--- config.mk ---
export PLATFORM = sky130hd
export DESIGN_NAME = base64_codec_top_flat
export DESIGN_NICKNAME = d
export VERILOG_FILES = /design/src/b64_pkg.sv /design/src/b64_intf.sv /design/src/b64_front.sv /design/src/b64_queue.sv /design/src/b64_back.sv /design/src/base64_codec_top.sv /design/src/flat_wrapper.sv
export SDC_FILE = /design/constraint.sdc
export NUM_CORES = 1
export LEC_CHECK = 0
export ABC_AREA = 1
export BUFFER_PORTS_ARGS = -buffer_cell sky130_fd_sc_hd__buf_4
export CELL_PAD_IN_SITES_DETAIL_PLACEMENT = 2
export CELL_PAD_IN_SITES_GLOBAL_PLACEMENT = 2
export CORE_ASPECT_RATIO = 1.75
export CORE_MARGIN = 4
export CORE_UTILIZATION = 41
export DETAILED_ROUTE_END_ITERATION = 8
export GPL_TIMING_DRIVEN = 0
export PLACE_DENSITY = 0.9
export SLEW_MARGIN = 15
export SYNTH_ARGS = -nofsm -noshare
export SYNTH_HDL_FRONTEND = slang
export SYNTH_SLANG_ARGS = --single-unit
--- constraint.sdc ---
create_clock -name clk -period 4.8 [get_ports clk]
set_input_delay 0 -clock clk [delete_from_list [all_inputs] [get_ports clk]]
set_output_delay 0 -clock clk [all_outputs]
set_load 0.05 [all_outputs]
--- src/b64_pkg.sv ---
// Shared types, constants and character tables for the base64 codec.
// No dependencies; the front end, queue, back end and top import this package.
package b64_pkg;

    // Pad character emitted for the missing tail of a partial group
    localparam logic [7:0] PAD_CHAR = 8'h3D;

    // Depth of the job queue between front and back
    localparam int Q_DEPTH = 2;
    localparam int Q_PTR_W = $clog2(Q_DEPTH);
    localparam int Q_CNT_W = $clog2(Q_DEPTH + 1);

    // One unit of back-end work: a group of four characters or one decoded byte
    typedef struct packed {
        logic        is_dec;   // decoded byte in grp[7:0]
        logic [23:0] grp;      // 24-bit group, most significant sextet first
        logic [1:0]  nbytes;   // real bytes in the group, 1..3
        logic        eom;      // job ends the message
    } job_t;

    // Queue status seen by the front and the back
    typedef struct packed {
        logic not_empty;
        logic full;
    } q_stat_t;

    // Map a six-bit value to its alphabet character
    function automatic logic [7:0] enc_char(input logic [5:0] v);
        logic [7:0] c;
        if (v < 6'd26)
        begin
            c = 8'h41 + {2'b00, v};
        end
        else if (v < 6'd52)
        begin
            c = 8'h61 + {2'b00, v - 6'd26};
        end
        else if (v < 6'd62)
        begin
            c = 8'h30 + {2'b00, v - 6'd52};
        end
        else if (v == 6'd62)
        begin
            c = 8'h2B;
        end
        else
        begin
            c = 8'h2F;
        end
        return c;
    endfunction

    // Map a character to {valid, six-bit value}; valid is low outside the alphabet
    function automatic logic [6:0] dec_char(input logic [7:0] c);
        logic [6:0] r;
        if (c >= 8'h41 && c <= 8'h5A)
        begin
            r = {1'b1, 6'(c - 8'h41)};
        end
        else if (c >= 8'h61 && c <= 8'h7A)
        begin
            r = {1'b1, 6'(c - 8'h61 + 8'd26)};
        end
        else if (c >= 8'h30 && c <= 8'h39)
        begin
            r = {1'b1, 6'(c - 8'h30 + 8'd52)};
        end
        else if (c == 8'h2B)
        begin
            r = {1'b1, 6'd62};
        end
        else if (c == 8'h2F)
        begin
            r = {1'b1, 6'd63};
        end
        else
        begin
            r = 7'd0;
        end
        return r;
    endfunction

endpackage

--- src/b64_intf.sv ---
// Valid/ready channel interfaces of the base64 codec: input, output, config.
// No dependencies.
interface b64_in_if;
    logic       valid;
    logic       ready;
    logic [7:0] data_byte;
    logic       end_of_message;
    modport source (output valid, data_byte, end_of_message, input ready);
    modport sink (input valid, data_byte, end_of_message, output ready);
endinterface

interface b64_out_if;
    logic       valid;
    logic       ready;
    logic [7:0] out_byte;
    logic       run_last;
    logic       message_final;
    modport source (output valid, out_byte, run_last, message_final, input ready);
    modport sink (input valid, out_byte, run_last, message_final, output ready);
endinterface

interface b64_cfg_if;
    logic valid;
    logic ready;
    logic decode_mode;
    modport source (output valid, decode_mode, input ready);
    modport sink (input valid, decode_mode, output ready);
endinterface

--- src/b64_front.sv ---
// Front end: accepts items, keeps encoder/decoder state, turns items into jobs.
// Depends on b64_pkg and the channel interfaces in b64_intf.sv.
module b64_front
    import b64_pkg::*;
(
    input  logic      clk,
    input  logic      rst_n,
    b64_in_if.sink    in_ch,
    b64_cfg_if.sink   cfg_ch,
    input  q_stat_t   q_stat,
    output logic      push,
    output job_t      push_job
);

    logic        mode_reg;
    logic [15:0] held_bytes_reg, held_bytes_next;
    logic [1:0]  held_count_reg, held_count_next;
    logic [11:0] acc_reg, acc_next;
    logic [2:0]  bit_count_reg, bit_count_next;

    logic        accept;
    logic [7:0]  byte_in;
    logic        eom;
    logic [6:0]  dv;
    logic [3:0]  bit_sum;
    logic [11:0] acc_shift;
    logic [11:0] acc_sel;

    // Accept while the queue has room; config is always taken
    assign in_ch.ready  = !q_stat.full;
    assign cfg_ch.ready = 1'b1;
    assign accept       = in_ch.valid && in_ch.ready;
    assign byte_in      = in_ch.data_byte;
    assign eom          = in_ch.end_of_message;
    assign dv           = dec_char(byte_in);

    // Mode register
    always_ff @(posedge clk or negedge rst_n)
    begin
        if (!rst_n)
        begin
            mode_reg <= 1'b0;
        end
        else if (cfg_ch.valid)
        begin
            mode_reg <= cfg_ch.decode_mode;
        end
    end

    // Classify the item and compute next state
    always_comb
    begin
        held_bytes_next = held_bytes_reg;
        held_count_next = held_count_reg;
        acc_next        = acc_reg;
        bit_count_next  = bit_count_reg;
        push            = 1'b0;
        push_job        = '{is_dec: mode_reg, grp: 24'd0, nbytes: 2'd3, eom: eom};
        bit_sum         = {1'b0, bit_count_reg} + 4'd6;
        acc_shift       = {acc_reg[5:0], dv[5:0]};
        acc_sel         = 12'd0;
        if (accept)
        begin
            if (!mode_reg)
            begin
                if (held_count_reg == 2'd2)
                begin
                    push            = 1'b1;
                    push_job.grp    = {held_bytes_reg, byte_in};
                    push_job.nbytes = 2'd3;
                    held_bytes_next = 16'd0;
                    held_count_next = 2'd0;
                end
                else
                begin
                    held_bytes_next = {held_bytes_reg[7:0], byte_in};
                    held_count_next = held_count_reg + 2'd1;
                    if (eom)
                    begin
                        push = 1'b1;
                        if (held_count_reg == 2'd0)
                        begin
                            push_job.grp    = {byte_in, 16'd0};
                            push_job.nbytes = 2'd1;
                        end
                        else
                        begin
                            push_job.grp    = {held_bytes_reg[7:0], byte_in, 8'd0};
                            push_job.nbytes = 2'd2;
                        end
                        held_bytes_next = 16'd0;
                        held_count_next = 2'd0;
                    end
                end
            end
            else
            begin
                if (dv[6])
                begin
                    acc_next = acc_shift;
                    if (bit_sum >= 4'd8)
                    begin
                        bit_count_next    = 3'(bit_sum - 4'd8);
                        acc_sel           = acc_shift >> bit_count_next;
                        push              = 1'b1;
                        push_job.grp      = {16'd0, acc_sel[7:0]};
                    end
                    else
                    begin
                        bit_count_next = bit_sum[2:0];
                    end
                end
                if (eom)
                begin
                    acc_next       = 12'd0;
                    bit_count_next = 3'd0;
                end
            end
        end
    end

    // State registers
    always_ff @(posedge clk or negedge rst_n)
    begin
        if (!rst_n)
        begin
            held_bytes_reg <= 16'd0;
            held_count_reg <= 2'd0;
            acc_reg        <= 12'd0;
            bit_count_reg  <= 3'd0;
        end
        else
        begin
            held_bytes_reg <= held_bytes_next;
            held_count_reg <= held_count_next;
            acc_reg        <= acc_next;
            bit_count_reg  <= bit_count_next;
        end
    end

`ifndef SYNTHESIS
    // Decoder keeps an even bit count of at most six between items
    a_bit_count: assert property (@(posedge clk) disable iff (!rst_n)
        (bit_count_reg[0] == 1'b0) && (bit_count_reg <= 3'd6))
        else $error("decoder bit count out of range");
    // Encoder never holds a full group
    a_held_count: assert property (@(posedge clk) disable iff (!rst_n)
        held_count_reg != 2'd3)
        else $error("encoder holds three bytes");
`endif

endmodule

--- src/b64_queue.sv ---
// Short job queue between the front end and the back end.
// Depends on b64_pkg.
module b64_queue
    import b64_pkg::*;
(
    input  logic    clk,
    input  logic    rst_n,
    input  logic    push,
    input  job_t    push_job,
    input  logic    pop,
    output job_t    head_job,
    output q_stat_t q_stat
);

    job_t               mem_reg [Q_DEPTH];
    logic [Q_PTR_W-1:0] wr_ptr_reg;
    logic [Q_PTR_W-1:0] rd_ptr_reg;
    logic [Q_CNT_W-1:0] count_reg;

    assign head_job         = mem_reg[rd_ptr_reg];
    assign q_stat.not_empty = count_reg != '0;
    assign q_stat.full      = count_reg == Q_CNT_W'(Q_DEPTH);

    // Store a pushed job
    always_ff @(posedge clk)
    begin
        if (push)
        begin
            mem_reg[wr_ptr_reg] <= push_job;
        end
    end

    // Advance pointers and occupancy
    always_ff @(posedge clk or negedge rst_n)
    begin
        if (!rst_n)
        begin
            wr_ptr_reg <= '0;
            rd_ptr_reg <= '0;
            count_reg  <= '0;
        end
        else
        begin
            if (push)
            begin
                wr_ptr_reg <= (wr_ptr_reg == Q_PTR_W'(Q_DEPTH - 1)) ? '0 : wr_ptr_reg + 1'b1;
            end
            if (pop)
            begin
                rd_ptr_reg <= (rd_ptr_reg == Q_PTR_W'(Q_DEPTH - 1)) ? '0 : rd_ptr_reg + 1'b1;
            end
            if (push && !pop)
            begin
                count_reg <= count_reg + 1'b1;
            end
            else if (pop && !push)
            begin
                count_reg <= count_reg - 1'b1;
            end
        end
    end

`ifndef SYNTHESIS
    // No push into a full queue, no pop from an empty one
    a_no_overflow: assert property (@(posedge clk) disable iff (!rst_n)
        !(push && q_stat.full))
        else $error("push into full queue");
    a_no_underflow: assert property (@(posedge clk) disable iff (!rst_n)
        !(pop && !q_stat.not_empty))
        else $error("pop from empty queue");
`endif

endmodule

--- src/b64_back.sv ---
// Back end: expands queued jobs into result items through an output register.
// Depends on b64_pkg and the output interface in b64_intf.sv.
module b64_back
    import b64_pkg::*;
(
    input  logic      clk,
    input  logic      rst_n,
    input  job_t      head_job,
    input  q_stat_t   q_stat,
    output logic      pop,
    b64_out_if.source out_ch
);

    logic       out_valid_reg;
    logic [7:0] out_byte_reg, out_byte_next;
    logic       run_last_reg, run_last_next;
    logic       final_reg, final_next;
    logic [1:0] pos_reg, pos_next;
    logic       load;
    logic       last;

    assign out_ch.valid         = out_valid_reg;
    assign out_ch.out_byte      = out_byte_reg;
    assign out_ch.run_last      = run_last_reg;
    assign out_ch.message_final = final_reg;

    // Load a new result whenever the output register is free or being taken
    assign load = q_stat.not_empty && (!out_valid_reg || out_ch.ready);
    assign last = head_job.is_dec || (pos_reg == 2'd3);
    assign pop  = load && last;

    // Pick the character or byte for the current position
    always_comb
    begin
        pos_next = last ? 2'd0 : pos_reg + 2'd1;
        if (head_job.is_dec)
        begin
            out_byte_next = head_job.grp[7:0];
        end
        else
        begin
            case (pos_reg)
                2'd0: out_byte_next = enc_char(head_job.grp[23:18]);
                2'd1: out_byte_next = enc_char(head_job.grp[17:12]);
                2'd2: out_byte_next = (head_job.nbytes >= 2'd2) ?
                                      enc_char(head_job.grp[11:6]) : PAD_CHAR;
                2'd3: out_byte_next = (head_job.nbytes == 2'd3) ?
                                      enc_char(head_job.grp[5:0]) : PAD_CHAR;
                default: out_byte_next = PAD_CHAR;
            endcase
        end
        run_last_next = last;
        final_next    = last && head_job.eom;
    end

    // Control: output valid and position within the job
    always_ff @(posedge clk or negedge rst_n)
    begin
        if (!rst_n)
        begin
            out_valid_reg <= 1'b0;
            pos_reg       <= 2'd0;
        end
        else
        begin
            if (load)
            begin
                out_valid_reg <= 1'b1;
                pos_reg       <= pos_next;
            end
            else if (out_ch.ready)
            begin
                out_valid_reg <= 1'b0;
            end
        end
    end

    // Payload of the output register
    always_ff @(posedge clk)
    begin
        if (load)
        begin
            out_byte_reg <= out_byte_next;
            run_last_reg <= run_last_next;
            final_reg    <= final_next;
        end
    end

`ifndef SYNTHESIS
    // Mid-group position only while an encode job waits at the queue head
    a_pos_job: assert property (@(posedge clk) disable iff (!rst_n)
        (pos_reg != 2'd0) |-> (q_stat.not_empty && !head_job.is_dec))
        else $error("group position without encode job");
    // Message end is always flagged on a run's last item
    a_final_last: assert property (@(posedge clk) disable iff (!rst_n)
        (out_valid_reg && final_reg) |-> run_last_reg)
        else $error("message end on a non-final item");
`endif

endmodule

--- src/base64_codec_top.sv ---
// Top level of the streaming base64 codec: front end, job queue, back end.
// Depends on b64_pkg, b64_intf.sv, b64_front, b64_queue and b64_back.
//
//  Channel  | Dir | Payload                                  | Handshake
//  in_ch    | in  | data_byte[7:0], end_of_message           | valid/ready
//  out_ch   | out | out_byte[7:0], run_last, message_final   | valid/ready
//  cfg_ch   | in  | decode_mode                              | valid/ready (ready tied high)
//
// Decode: one item per cycle while the queue has room; a byte goes through the job
// queue into the output register. Encode: the four characters of a three-byte group
// leave one per cycle while the output is ready, so the output port sets the encode
// rate. A two-job queue lets the front take items while the back stalls. Reset
// clears control and codec state at once, not queue/output data; no clearing pass.
module base64_codec_top
    import b64_pkg::*;
(
    input  logic      clk,
    input  logic      rst_n,
    b64_in_if.sink    in_ch,
    b64_out_if.source out_ch,
    b64_cfg_if.sink   cfg_ch
);

    logic    push;
    logic    pop;
    job_t    push_job;
    job_t    head_job;
    q_stat_t q_stat;

    // Classify items into jobs
    b64_front u_front (
        .clk      (clk),
        .rst_n    (rst_n),
        .in_ch    (in_ch),
        .cfg_ch   (cfg_ch),
        .q_stat   (q_stat),
        .push     (push),
        .push_job (push_job)
    );

    // Hold pending jobs
    b64_queue u_queue (
        .clk      (clk),
        .rst_n    (rst_n),
        .push     (push),
        .push_job (push_job),
        .pop      (pop),
        .head_job (head_job),
        .q_stat   (q_stat)
    );

    // Expand jobs into result items
    b64_back u_back (
        .clk      (clk),
        .rst_n    (rst_n),
        .head_job (head_job),
        .q_stat   (q_stat),
        .pop      (pop),
        .out_ch   (out_ch)
    );

endmodule

--- src/flat_wrapper.sv ---
// flat-port wrapper written by rule: the top's interface ports become plain ports
module base64_codec_top_flat import b64_pkg::*;
  (clk, rst_n, in_ch_valid, in_ch_data_byte, in_ch_end_of_message, in_ch_ready, out_ch_valid, out_ch_out_byte, out_ch_run_last, out_ch_message_final, out_ch_ready, cfg_ch_valid, cfg_ch_decode_mode, cfg_ch_ready);
  b64_in_if in_ch_i ();
  b64_out_if out_ch_i ();
  b64_cfg_if cfg_ch_i ();
  input  logic clk;
  input  logic rst_n;
  input wire logic [$bits(in_ch_i.valid)-1:0] in_ch_valid;
  input wire logic [$bits(in_ch_i.data_byte)-1:0] in_ch_data_byte;
  input wire logic [$bits(in_ch_i.end_of_message)-1:0] in_ch_end_of_message;
  output wire logic [$bits(in_ch_i.ready)-1:0] in_ch_ready;
  output wire logic [$bits(out_ch_i.valid)-1:0] out_ch_valid;
  output wire logic [$bits(out_ch_i.out_byte)-1:0] out_ch_out_byte;
  output wire logic [$bits(out_ch_i.run_last)-1:0] out_ch_run_last;
  output wire logic [$bits(out_ch_i.message_final)-1:0] out_ch_message_final;
  input wire logic [$bits(out_ch_i.ready)-1:0] out_ch_ready;
  input wire logic [$bits(cfg_ch_i.valid)-1:0] cfg_ch_valid;
  input wire logic [$bits(cfg_ch_i.decode_mode)-1:0] cfg_ch_decode_mode;
  output wire logic [$bits(cfg_ch_i.ready)-1:0] cfg_ch_ready;
  assign in_ch_i.valid = in_ch_valid;
  assign in_ch_i.data_byte = in_ch_data_byte;
  assign in_ch_i.end_of_message = in_ch_end_of_message;
  assign in_ch_ready = in_ch_i.ready;
  assign out_ch_valid = out_ch_i.valid;
  assign out_ch_out_byte = out_ch_i.out_byte;
  assign out_ch_run_last = out_ch_i.run_last;
  assign out_ch_message_final = out_ch_i.message_final;
  assign out_ch_i.ready = out_ch_ready;
  assign cfg_ch_i.valid = cfg_ch_valid;
  assign cfg_ch_i.decode_mode = cfg_ch_decode_mode;
  assign cfg_ch_ready = cfg_ch_i.ready;
  base64_codec_top u_core (.clk(clk), .rst_n(rst_n), .in_ch(in_ch_i), .out_ch(out_ch_i), .cfg_ch(cfg_ch_i));
endmodule
==> qor_table.md <==
| Stage | Result | This run |
| --- | --- | --- |
| outcome | Run status | completed |
| worst setup path | Data arrival, critical path | 3520 ps |
| place | Placed standard-cell area | 8130 µm² |
| drt | Detailed-route vias per instance | 5.83 |
| worst setup path | Reg2Reg Depth | 17 |
| hold path | Hold-critical path depth | 3 |
| logic synthesis | Flip-flop cell with the highest count after synthesis | edfxtp_1 |
| global routing | Antenna violations before repair | 0 |
| clock network | Maximum number of buffers from clock root to sink | 2 |
| drt | DRC violation count after routing | 0 |
| worst setup path | Crit path max fanout | 10 |
| clock network | Root buf cell | clkbuf_16 |
| drt | Uppermost signal routing layer after detailed routing | met4 |
| layout | # fillers | 2135 |
| clock network | Number of cells upsized or downsized after cts | 0 |
| floorplan | Die Footprint | 21000 µm² |
| logic synthesis | Mapped Avg Cell Area | 7.59 µm² |
| power and ir drop | Internal Power | 2.81 mW |
| power and ir drop | Power density over the cells | 731 nW/µm² |
| logic synthesis | Post-Syn Area | 7640 µm² |
| logic synthesis | Number of flip-flops and latches in the synthesized netlist | 100 |
| drt | Drt first-iter violations | 379 |
| clock network | Clock slew at reported path FFs | 80 ps |
| layout | Number of nets at the end of the flow | 1121 |
| power and ir drop | Leakage power summed over all cells | 3.91 nW |
| place | Port Buffer Count | 25 |
| floorplan | Initial core utilization | 41.9% |
| drt | Wire length on met1 | 11400 µm |
| power and ir drop | Switching Fraction | 54.8% |
| worst setup path | CP Class | reg2reg |
| power and ir drop | Share of power burned in the clock network | 12.9% |
| floorplan | Vertical extent of the die | 189 µm |
| logic synthesis | Gate count of the mapped netlist | 1007 |
| logic synthesis | Post-Syn Nets | 1078 |
| clock network | Insertion delay of the later-clocked pin in the worst-skew pair | 370 ps |
| timing | Setup violation total in the final timing report | 0 |
| timing | Final worst-path setup slack | 1400 ps |
| drt | Number of vias after detailed routing | 7513 |
| worst setup path | Reg2Reg Setup Slack | 1400 ps |
| floorplan | Die width | 111 µm |
| floorplan | Std-Cell Core Area | 18200 µm² |
| clock network | Total setup buffers inserted after CTS | 0 |
| clock network | Cts hold-fix bufs | 7 |
| place | Dpl hpwl | 23500 µm |
| place | Worst-case setup slack after placement | 1310 ps |
| drt | Detailed-route wire length per cell | 25.1 µm |
| drt | Antenna-violating nets left | 0 |
| clock network | Clock tree from TritonCTS | built |
| timing | Summed negative setup slack over all endpoints | 0 ps |
| logic synthesis | Post-synth top area cell | edfxtp_1 |
| logic synthesis | Fraction of synthesis flops using an asynchronous set or reset pin | 34.0% |
| place | Global placement routability congestion | 0.839 |
| logic synthesis | Portion of the post-synthesis area used by sequential elements | 37.1% |
| layout | Layout Area Growth over Synthesis | 11.4% |
| clock network | Sinks on the clock net | 100 |
| power and ir drop | Switching power total | 3.41 mW |
| global routing | GR Overflow Total | 0 |
| timing | Slew at the pin with the worst max-slew slack | 1010 ps |
| logic synthesis | Count of different cell masters after synthesis | 45 |
| global routing | Total routing usage reported by global routing | 31.5% |
| logic synthesis | Largest cells by area after synthesis | edfxtp_1 (26%), nand2_1 (14%), dfrtp_1 (11%) |
| worst setup path | Critical path data required time | 4930 ps |
| power and ir drop | Proportion of power drawn by flip-flops and latches | 21.8% |
| layout | Flip-flop count of the largest register, all copies and words added | 56 |
| hold path | Classification of the worst-slack hold path | in2reg |
| global routing | Via count of the first global-routing pass | 8700 |
| worst setup path | Terminus of the critical flop-to-flop path | u_core.u_back.out_ch.out_byte[4]$_DFFE_PP_ |
| timing | Worst-case headroom to the max-slew limit | 32.3% |
| drt | Routed wire length on met2 | 18000 µm |
| timing | RSZ-0062 raised after global routing | no |
| worst setup path | Sort of element at the start of the critical path | register |
| logic synthesis | Number of enable-type register cells in the synthesized netlist | 66 |
| logic synthesis | Portion of synthesized cell area occupied by the leading cell type | 25.9% |
| clock network | Number of CTS-inserted buffers | 9 |
| timing | Clock skew after layout | 17.0 ps |
| logic synthesis | Syn. warnings | 0 |
| timing | Share of the clock period used by the worst path after layout | 70.8% |
| worst setup path | RR Startpoint | u_core.u_queue.rd_ptr_reg$_DFFE_PN0P_ |
| drt | Detailed-router iteration count before antenna repair | 5 |
| hold path | End of the worst hold path | u_core.u_front.held_bytes_reg[5]$_DFFE_PN0P_ |
| layout | Final Core Density | 46.7% |
| layout | Layout cell share with drive strength beyond 1 | 11.7% |
| power and ir drop | Total design power | 6.22 mW |
| layout | Design area | 8510 µm² |
| clock network | Total number of H-tree levels | 3 |
| power and ir drop | Worst vdd rail ir drop | 0.316 mV |
| timing | Achievable Freq | 294 MHz |
| flow run | Number of maximum-capacitance violations | 0 |
| floorplan | Top-level port count | 28 |
| global routing | First-pass GRT wire length | 50900 µm |
| global routing | Largest net degree at the start of global routing | 35 |
| floorplan | FP Rows | 65 |
| layout | Inserted Diodes | 0 |
| power and ir drop | Combinational share of power | 65.3% |
| worst setup path | Endpoint class of the critical path | register |
| timing | Slew Limit Fails | 0 |
| drt | Met3 Wirelength | 983 µm |
| timing | Final hold violations | 0 |
| timing | Time the final worst path needs with I/O delays and setup | 3400 ps |
| drt | Sum of routed wire length over all layers | 32400 µm |
| hold path | Beginning of the worst hold path | in_ch_data_byte[5] |
per-layer routing:
layer / vias to the layer above / track usage [%]
li1: 3392 / -
met1: 3794 / 31.0
met2: 219 / 61.0
met3: 108 / 3.92
met4: 0 / 19.6
met5: - / 0
layout by cell type (no fill, tap or decap), types with 4 or more instances in the layout:
cell type        n
nand2_1        278
inv_1          118
nand3_1         90
edfxtp_1        66
o21ai_0         64
nor2_1          59
ha_1            56
a21oi_1         35
dfrtp_1         34
buf_4           28
nand2_2         26
xor2_1          24
o22ai_1         18
inv_2           13
clkbuf_1        13
o21ai_2         10
o21ai_1          9
xnor2_1          9
clkbuf_16        9
o211ai_1         8
nor3_1           8
nand4_1          8
dlygate4sd3_1    7
or2_1            6
a22oi_1          5
a31oi_1          5
buf_6            4
or2_2            4
nor2_2           4
synthesized netlist by cell type, types with 3 or more instances:
library cell / n
clkbuf_1: 13
nor2_1: 60
a22oi_1: 5
a31oi_1: 5
nand4_1: 8
edfxtp_1: 66
buf_2: 3
or2_2: 4
o21ai_2: 10
dfrtp_1: 34
nand3_1: 90
o22ai_1: 18
buf_4: 3
nand2_2: 26
xor2_1: 24
xnor2_1: 9
nor2_2: 4
buf_6: 4
nand2_4: 3
nor3_1: 8
or2_1: 6
a21oi_1: 35
inv_1: 119
nand3_2: 3
nand2_1: 278
o211ai_1: 8
ha_1: 56
o21ai_1: 9
o21ai_0: 64
inv_2: 12
power groups by stage:
| stage | Sequential (mW) | Combinational [mW] | Clock, mW |
|---|---|---|---|
| floorplan | 1.48 | 2.49 | 0 |
| finish | 1.35 | 4.06 | 0.804 |
| CTS | 1.35 | 4.04 | 0.804 |
| global route | 1.37 | 4.46 | 0.840 |
| global placement | 1.32 | 3.62 | 0 |
| detailed placement | 1.36 | 3.89 | 0 |
area by class of cell:
cell class	count	area, µm²	area share (%)
buffer	24	146	1.72
clock buffer	10	239	2.81
clock inverter	6	71.3	0.838
inverter	132	495	5.82
multi-input combinational	751	4170	49.0
sequential	100	2830	33.3
tap	234	293	3.44
timing repair buffer	32	258	3.03
stage by stage:
stage	hold WS (ps)	std cells
after CTS	36.1	1289
after detailed placement	5.35	1266
after floorplan	-296	1007
after global placement	-12.5	1266
final	52.1	1289
after global routing	59.0	1289
worst max-delay path, cell delays in order (launching register included):
cell     delay (ps)
dfrtp_1         450
inv_2           240
buf_2           310
or2_2           160
o21a_2          230
inv_1           150
ha_1            250
inv_1           110
nand2_1         110
nand2_1         180
nor2_1           90
or2_1           230
nand3_1          90
nand2_1          90
nand2_1          90
nand3_1          90
nand2_1         170
a21oi_1          90
logic make-up (layout without fill, tap and decap cells):
logic type	after synthesis	count (layout)	share of synthesized area, %
fa+ha+maj	56	56	9.17
other cells	1	1	0.0491
compound gates	165	165	12.7
flops	100	100	37.1
buf+inv	156	204	8.40
xor+xnor	34	34	4.00
simple gates	495	495	28.6
worst max-delay path by stage:
| stage | slack [ps] | end | from |
|---|---|---|---|
| after floorplan | 1810 | u_core.u_queue.mem_reg[1][0]$_DFFE_PP_ | in_ch_data_byte[3] |
| after global placement | 580 | u_core.u_queue.mem_reg[1][16]$_DFFE_PP_ | in_ch_data_byte[3] |
| after detailed placement | 1310 | u_core.u_queue.mem_reg[0][20]$_DFFE_PP_ | in_ch_data_byte[3] |
| after CTS | 1400 | u_core.u_back.out_ch.out_byte[4]$_DFFE_PP_ | u_core.u_queue.rd_ptr_reg$_DFFE_PN0P_ |
| after global routing | 1260 | u_core.u_back.out_ch.out_byte[4]$_DFFE_PP_ | u_core.u_queue.rd_ptr_reg$_DFFE_PN0P_ |
| final | 1400 | u_core.u_back.out_ch.out_byte[4]$_DFFE_PP_ | u_core.u_queue.rd_ptr_reg$_DFFE_PN0P_ |
(Power assumes the default switching activity.)
